## config.mk

```make
export PLATFORM = sky130hd
export DESIGN_NAME = rgba_over_alpha_blender
export DESIGN_NICKNAME = d
export VERILOG_FILES = /design/src/hw/rtl/roab_pkg.sv /design/src/hw/rtl/rgba_over_alpha_blender.sv /design/src/hw/rtl/roab_div.sv
export SDC_FILE = /design/constraint.sdc
export NUM_CORES = 2
export LEC_CHECK = 0
export BUFFER_PORTS_ARGS = -buffer_cell sky130_fd_sc_hd__buf_2
export CORE_ASPECT_RATIO = 1.5
export CORE_MARGIN = 2
export CORE_UTILIZATION = 25
export CTS_CLUSTER_DIAMETER = 100
export DETAILED_ROUTE_END_ITERATION = 10
export PLACE_DENSITY = 0.5
export SYNTH_ARGS = -nofsm -noshare
export SYNTH_HDL_FRONTEND = slang
export SYNTH_SLANG_ARGS = --single-unit
```

## constraint.sdc

```tcl
create_clock -name clk -period 15.15 [get_ports clk]
set_input_delay 1.515 -clock clk [delete_from_list [all_inputs] [get_ports clk]]
set_output_delay 1.515 -clock clk [all_outputs]
set_load 0.02 [all_outputs]
```

## src/hw/rtl/roab_pkg.sv

```systemverilog
package roab_pkg;

	// Channel and arithmetic widths
	localparam int unsigned ChW  = 8;
	localparam int unsigned NumW = 24;
	localparam int unsigned DenW = 16;
	localparam int unsigned NumCh = 3;

	localparam logic [ChW-1:0] ChMax = 8'hFF;

	// One restoring division step: remainder after the step and the quotient bit
	typedef struct packed {
		logic [NumW-1:0] rem;
		logic            qbit;
	} div_step_t;

	function automatic div_step_t div_step(input logic [NumW-1:0] rem,
			input logic [DenW-1:0] den, input logic [2:0] bitpos);
		logic [NumW-1:0] dsh;
		div_step_t       r;
		dsh = {{(NumW-DenW){1'b0}}, den} << bitpos;
		if (rem >= dsh) begin
			r.rem  = rem - dsh;
			r.qbit = 1'b1;
		end else begin
			r.rem  = rem;
			r.qbit = 1'b0;
		end
		return r;
	endfunction

endpackage

```

## src/hw/rtl/rgba_over_alpha_blender.sv

```systemverilog
// Channel   Direction  Handshake        Fields
// command   in         start / busy     top_pixel[31:0], bottom_pixel[31:0]
// result    out        done (strobe)    blended_pixel[31:0]
//
// One pixel pair is taken every cycle; busy is always low.
// An accepted pair passes a multiply stage and a sum stage, then a four-stage
// restoring divider that resolves two quotient bits per stage, then the output
// register, which drives the result and done together.
// Reset clears the valid bits only; the pipeline never holds, so the receiver
// must take each result in the cycle it appears; the block does not enforce this.
module rgba_over_alpha_blender (
	input  logic        clk,
	input  logic        arst_n,
	input  logic        start,
	output logic        busy,
	input  logic [31:0] top_pixel,
	input  logic [31:0] bottom_pixel,
	output logic        done,
	output logic [31:0] blended_pixel
);

	localparam int unsigned NumCh = roab_pkg::NumCh;

	logic accept;
	logic v_s1, v_s2, v_s3, v_s4, v_s5, v_s6, done_q;
	logic byp_s1, byp_s2, byp_s3, byp_s4, byp_s5, byp_s6;
	logic [31:0] bot_s1, bot_s2, bot_s3, bot_s4, bot_s5, bot_s6;
	logic [31:0] blended_q;

	logic [roab_pkg::ChW-1:0]    ta_s1, inv_s1;
	logic [15:0]                 bainv_s1;
	logic [15:0]                 pt_s1 [NumCh];
	logic [15:0]                 pb_s1 [NumCh];
	logic [roab_pkg::NumW-1:0]   num_s2 [NumCh];
	logic [roab_pkg::DenW-1:0]   den_s2;
	logic [roab_pkg::ChW-1:0]    quot [NumCh];

	logic [roab_pkg::ChW-1:0]    ta_in, ba_in, inv_in;

	assign busy   = 1'b0;
	assign accept = start & ~busy;

	assign ta_in  = top_pixel[7:0];
	assign ba_in  = bottom_pixel[7:0];
	assign inv_in = roab_pkg::ChMax - ta_in;

	// Advance valid bits
	always_ff @(posedge clk or negedge arst_n) begin
		if (!arst_n) begin
			v_s1   <= 1'b0;
			v_s2   <= 1'b0;
			v_s3   <= 1'b0;
			v_s4   <= 1'b0;
			v_s5   <= 1'b0;
			v_s6   <= 1'b0;
			done_q <= 1'b0;
		end else begin
			v_s1   <= accept;
			v_s2   <= v_s1;
			v_s3   <= v_s2;
			v_s4   <= v_s3;
			v_s5   <= v_s4;
			v_s6   <= v_s5;
			done_q <= v_s6;
		end
	end

	// Stage 1: alpha weights and per-channel alpha products
	always_ff @(posedge clk) begin
		ta_s1    <= ta_in;
		inv_s1   <= inv_in;
		bainv_s1 <= ba_in * inv_in;
		byp_s1   <= (ta_in == 8'd0);
		bot_s1   <= bottom_pixel;
		for (int c = 0; c < NumCh; c++) begin
			pt_s1[c] <= top_pixel[8*(c+1) +: 8] * ta_in;
			pb_s1[c] <= bottom_pixel[8*(c+1) +: 8] * ba_in;
		end
	end

	// Stage 2: numerators and the shared divisor
	always_ff @(posedge clk) begin
		den_s2 <= {ta_s1, 8'd0} - {8'd0, ta_s1} + bainv_s1;
		byp_s2 <= byp_s1;
		bot_s2 <= bot_s1;
		for (int c = 0; c < NumCh; c++) begin
			num_s2[c] <= ({pt_s1[c], 8'd0} - {8'd0, pt_s1[c]})
				+ ({8'd0, pb_s1[c]} * {16'd0, inv_s1});
		end
	end

	// Carry bypass flag and bottom word alongside the divider
	always_ff @(posedge clk) begin
		byp_s3 <= byp_s2;
		bot_s3 <= bot_s2;
		byp_s4 <= byp_s3;
		bot_s4 <= bot_s3;
		byp_s5 <= byp_s4;
		bot_s5 <= bot_s4;
		byp_s6 <= byp_s5;
		bot_s6 <= bot_s5;
	end

	// Stages 3 to 6: one divider per colour
	for (genvar c = 0; c < NumCh; c++) begin : g_div
		roab_div u_div (
			.clk  (clk),
			.num  (num_s2[c]),
			.den  (den_s2),
			.quot (quot[c])
		);
	end

	// Form the output word; pass bottom through when top alpha is zero
	always_ff @(posedge clk) begin
		if (byp_s6) begin
			blended_q <= bot_s6;
		end else begin
			blended_q <= {quot[2], quot[1], quot[0], roab_pkg::ChMax};
		end
	end

	assign done          = done_q;
	assign blended_pixel = blended_q;

	// Every result traces back to an accepted input word
	a_done_src: assert property (@(posedge clk) disable iff (!arst_n)
		done |-> $past(start, 7))
		else $error("result without matching input word");

	// Transparent top leaves the bottom word untouched
	a_bypass: assert property (@(posedge clk) disable iff (!arst_n)
		(done && $past(top_pixel[7:0], 7) == 8'd0)
			|-> blended_pixel == $past(bottom_pixel, 7))
		else $error("bottom word not passed through");

	// Blended words carry opaque alpha
	a_alpha: assert property (@(posedge clk) disable iff (!arst_n)
		(done && $past(top_pixel[7:0], 7) != 8'd0)
			|-> blended_pixel[7:0] == 8'hFF)
		else $error("blended alpha not opaque");

endmodule

```

## src/hw/rtl/roab_div.sv

```systemverilog
module roab_div (
	input  logic                        clk,
	input  logic [roab_pkg::NumW-1:0]   num,
	input  logic [roab_pkg::DenW-1:0]   den,
	output logic [roab_pkg::ChW-1:0]    quot
);

	logic [roab_pkg::NumW-1:0] rem_s3, rem_s4, rem_s5;
	logic [roab_pkg::DenW-1:0] den_s3, den_s4, den_s5;
	logic [roab_pkg::ChW-1:0]  q_s3, q_s4, q_s5, q_s6;

	roab_pkg::div_step_t a3, b3, a4, b4, a5, b5, a6, b6;

	// Resolve two quotient bits per stage, high bits first
	always_comb begin
		a3 = roab_pkg::div_step(num, den, 3'd7);
		b3 = roab_pkg::div_step(a3.rem, den, 3'd6);
		a4 = roab_pkg::div_step(rem_s3, den_s3, 3'd5);
		b4 = roab_pkg::div_step(a4.rem, den_s3, 3'd4);
		a5 = roab_pkg::div_step(rem_s4, den_s4, 3'd3);
		b5 = roab_pkg::div_step(a5.rem, den_s4, 3'd2);
		a6 = roab_pkg::div_step(rem_s5, den_s5, 3'd1);
		b6 = roab_pkg::div_step(a6.rem, den_s5, 3'd0);
	end

	// Advance remainder, divisor and partial quotient
	always_ff @(posedge clk) begin
		rem_s3 <= b3.rem;
		den_s3 <= den;
		q_s3   <= {a3.qbit, b3.qbit, 6'b0};
		rem_s4 <= b4.rem;
		den_s4 <= den_s3;
		q_s4   <= {q_s3[7:6], a4.qbit, b4.qbit, 4'b0};
		rem_s5 <= b5.rem;
		den_s5 <= den_s4;
		q_s5   <= {q_s4[7:4], a5.qbit, b5.qbit, 2'b0};
		q_s6   <= {q_s5[7:2], a6.qbit, b6.qbit};
	end

	assign quot = q_s6;

endmodule
```

==> flow_summary.ini <==
[run_status]
outcome = finished clean

[routing]
via_per_inst = 4.58
drt-pass1-iter-count = 5
drc_errors = 0
post_drt_wl_per_cell_um = 17.2
final_wl_mm = 191
detail-route-antenna-nets = 0
count_of_routing_violations_after_the_opening_detailed_route_iteration = 2066
vias = 50700

[sta]
setup_viol_count_final = 0
setup_repair_after_global_routing_missed_its_margin = no
timing.final.max_slew_violations = 0
worst_pin_slew_ns = 1.03
relSlewSlack_pct = 31.2
clock-skew-final_ns = 0.0709
fmax_mhz = 133
finalCritPeriodShare_pct = 49.6
final.setup.tns_ns = 0
hold_viol = 0
period_minus_slack_ns = 7.52

[grt]
grt_antenna_before_repair = 9
grt_first_pass_wirelength_mm = 298
grt_use_total_pct = 13.9
overflow = 0
maximum_number_of_pins_on_one_net_before_global_route_repair = 49
vias_in_the_first_global_route = 53100

[clock_tree]
clkSlewWorstSetupHoldPaths_ns = 0.07
postCtsResizedCells = 0
ctsLongestPathBuffers = 3
post_cts_buffers = 0
clock_insertion_delay_worst_skew_ns = 0.74
clock_tree_from_tritoncts = built
htreeDepth = 3
cts.sinks = 777
cts_root_buf = sky130_fd_sc_hd__clkbuf_16
tritoncts.num_buffers = 87
cts-hold-fix-buffers = 0

[synth]
yosys.cell_types.count = 97
synth-warning-count = 0
synth_top_area_share_pct = 23.0
synth_nets = 8901
async_flop_share_pct = 0.901
synthesis.area_per_instance_um2 = 9.08
synth_top_flop_cell = sky130_fd_sc_hd__dfxtp_1
syn-instance-count = 7385
seq_total_area_yosys_pct = 23.2
synth_enable_flop_cells = 0
synth_area_leader_cell = sky130_fd_sc_hd__dfxtp_1
synth.top_cells.by_area = sky130_fd_sc_hd__dfxtp_1, sky130_fd_sc_hd__fa_1, sky130_fd_sc_hd__ha_1
post_synthesis_cell_area_mm2 = 0.0671
synth.ff_latch_count = 777

[min_path]
hp-start = bot_s4[23]$_DFF_P_
min-delay-path-class = flop to flop

[worst_setup_path]
cpMaxStageDelayCell = sky130_fd_sc_hd__o22ai_4
critical-path-max-stage-delay_ns = 0.68
category_of_the_worst_setup_path_launch_point = flop
critical_path_cell_by_cell = inv_1 > ha_1 > a21o_1 > or3_1 > o21ai_0 > o21ai_1 > o22ai_4 > o21ai_0 > fa_1 > a21o_1 > a221oi_1 > o21bai_1 > a21oi_1 > o21a_1 > nor2_1 > a211oi_1 > and3_1 > and2_1 > mux2_1
critical_path.startpoint = g_div[0].u_div.den_s4[6]$_DFF_P_
arrival_time_reported_for_the_critical_path_endpoint_ns = 8.09
crit-reg2reg-launch = g_div[0].u_div.den_s4[6]$_DFF_P_
worst-path-max-fanout = 28
timing.critical_path.required_ns = 15.72
criticalPathCategory = flop to flop
critical_path.endpoint_type = flop

[floorplan]
y_dimension_of_the_die_um = 638
num_rows = 232
floorplan.die_area_mm2 = 0.273
fp.coreArea_mm2 = 0.266
initial_utilization_pct = 25.2
dieWidth_um = 427
pin_count = 101

[placement]
numPortBuffers = 99
dpl.hpwl_mm = 155
routabilityCongestion = 0.895

[finish]
syn2layout_area_growth_pct = 11.9
fillerInstances = 28500
post_route_cells_drive_above_1_share_pct = 6.84
final_net_count = 8988

[flow_run]
maxCapViolations = 0
-- path summary, 6_finish.rpt --
path / depth (start not counted) / slack, ns / endpoint
min in group asynchronous: 1 / 0.65 / done$_DFF_PN0_
min reg2reg: 0 / 0.30 / bot_s5[23]$_DFF_P_
max reg2reg: 19 / 7.63 / g_div[2].u_div.rem_s5[15]$_DFF_P_
min: 0 / 0.30 / bot_s5[23]$_DFF_P_
max: 19 / 7.63 / g_div[2].u_div.rem_s5[15]$_DFF_P_
max in group asynchronous: 1 / 14.35 / v_s5$_DFF_PN0_
-- layer usage --
layer | track usage [%] | routed length, um | up-vias
met5 | 0 | 0 | -
met4 | 7.00 | 10000 | 0
met3 | 1.15 | 4440 | 304
met2 | 26.4 | 101000 | 830
met1 | 15.3 | 75400 | 24900
li1 | - | - | 24700
-- area by class of cell --
class / instances / area (um^2) / share of cell area (%)
Antenna cell: 27 / 67.6 / 0.0900
Multi-Input combinational cell: 5460 / 47200 / 62.9
Clock buffer: 118 / 2480 / 3.31
Timing Repair Buffer: 155 / 916 / 1.22
Sequential cell: 777 / 15600 / 20.8
Clock inverter: 43 / 723 / 0.963
Inverter: 991 / 3720 / 4.95
Tap cell: 3510 / 4390 / 5.85
-- cells in the final DEF, fill, tap and decap left out, types with 17 or more instances in the layout --
| cell type | instances |
|---|---|
| sky130_fd_sc_hd__diode_2 | 27 |
| sky130_fd_sc_hd__nand3_1 | 101 |
| sky130_fd_sc_hd__a21oi_1 | 411 |
| sky130_fd_sc_hd__fa_1 | 613 |
| sky130_fd_sc_hd__clkbuf_16 | 88 |
| sky130_fd_sc_hd__xnor2_1 | 311 |
| sky130_fd_sc_hd__o211ai_1 | 22 |
| sky130_fd_sc_hd__mux2_2 | 150 |
| sky130_fd_sc_hd__o31ai_1 | 33 |
| sky130_fd_sc_hd__nor2b_1 | 95 |
| sky130_fd_sc_hd__or4_1 | 18 |
| sky130_fd_sc_hd__buf_2 | 99 |
| sky130_fd_sc_hd__mux2i_1 | 20 |
| sky130_fd_sc_hd__o21a_1 | 66 |
| sky130_fd_sc_hd__ha_1 | 836 |
| sky130_fd_sc_hd__nor2_1 | 389 |
| sky130_fd_sc_hd__and3_1 | 24 |
| sky130_fd_sc_hd__nand2b_1 | 64 |
| sky130_fd_sc_hd__nor3_1 | 99 |
| sky130_fd_sc_hd__or3_1 | 24 |
| sky130_fd_sc_hd__and2_1 | 417 |
| sky130_fd_sc_hd__a21o_1 | 167 |
| sky130_fd_sc_hd__a211oi_1 | 44 |
| sky130_fd_sc_hd__nor4_1 | 24 |
| sky130_fd_sc_hd__a31oi_1 | 26 |
| sky130_fd_sc_hd__inv_1 | 986 |
| sky130_fd_sc_hd__o21ai_0 | 291 |
| sky130_fd_sc_hd__o21bai_1 | 60 |
| sky130_fd_sc_hd__clkbuf_8 | 17 |
| sky130_fd_sc_hd__xor2_1 | 133 |
| sky130_fd_sc_hd__o41ai_1 | 23 |
| sky130_fd_sc_hd__buf_4 | 56 |
| sky130_fd_sc_hd__dfxtp_1 | 767 |
| sky130_fd_sc_hd__nand2_1 | 698 |
| sky130_fd_sc_hd__nand4_1 | 66 |
| sky130_fd_sc_hd__a31o_2 | 17 |
-- sequential cells by signal (all words and copies together), names as in the netlist, 18 cells and up --
signal and cells:
g_div.u_div.q_s5 18, g_div.u_div.rem_s3 72, bot_s6 32, bot_s2 32, g_div.u_div.rem_s4 72, bot_s5 32, g_div.u_div.rem_s5 72, g_div.u_div.quot 24
blended_pixel 32, num_s2 72, bot_s3 32, bot_s1 32, pt_s1 48, pb_s1 48, bot_s4 32
-- metrics by stage --
step                cell area, um^2  hold slack, ns  utilization, %  setup WS, ns  cells
detailed placement            71800           0.312            27.0          7.72  10900
global placement              71800           0.310            27.0          7.73  10900
CTS                           75000           0.290            28.2          7.72  11100
floorplan                     67100           0.310               -          9.23   7385
finish                        75100           0.298            28.2          7.63  11100
global route                  75100           0.291            28.2          7.27  11100
-- cell usage after synthesis, drive strengths merged, types with 27 or more instances --
master	count
dfxtp	770
nand3	102
nand4	66
xor2	133
nor2b	95
fa	613
nor2	389
and2	417
xnor2	311
ha	836
o21ai	293
nor3	100
a21oi	411
o21bai	60
a211oi	45
o21a	66
nand2	698
o31ai	37
a31oi	27
nand2b	64
inv	987
clkbuf	138
a21o	167
mux2	159
-- cell families after synthesis --
| logic type | share of synthesized area (%) |
|---|---|
| flip-flops | 23.2 |
| AO/OA/AOI/OAI | 12.4 |
| multiplexers | 2.97 |
| other | 0.00559 |
| buffers and inverters | 6.47 |
| adder cells (fa/ha/maj) | 33.9 |
| XOR/XNOR | 5.80 |
| AND/OR/NAND/NOR | 15.2 |
-- worst max-delay path, delay by kind of cell (launching register included) --
| kind | cells | cell delay (ns) |
|---|---|---|
| simple gates | 4 | 1.66 |
| buf+inv | 1 | 0.41 |
| fa+ha+maj | 2 | 0.91 |
| flops | 1 | 0.31 |
| compound gates | 11 | 3.73 |
| mux | 1 | 0.38 |
Power is left out: the tool's default activity adds up to more than one toggle a clock period on the data nets, which glitch-free logic cannot reach.
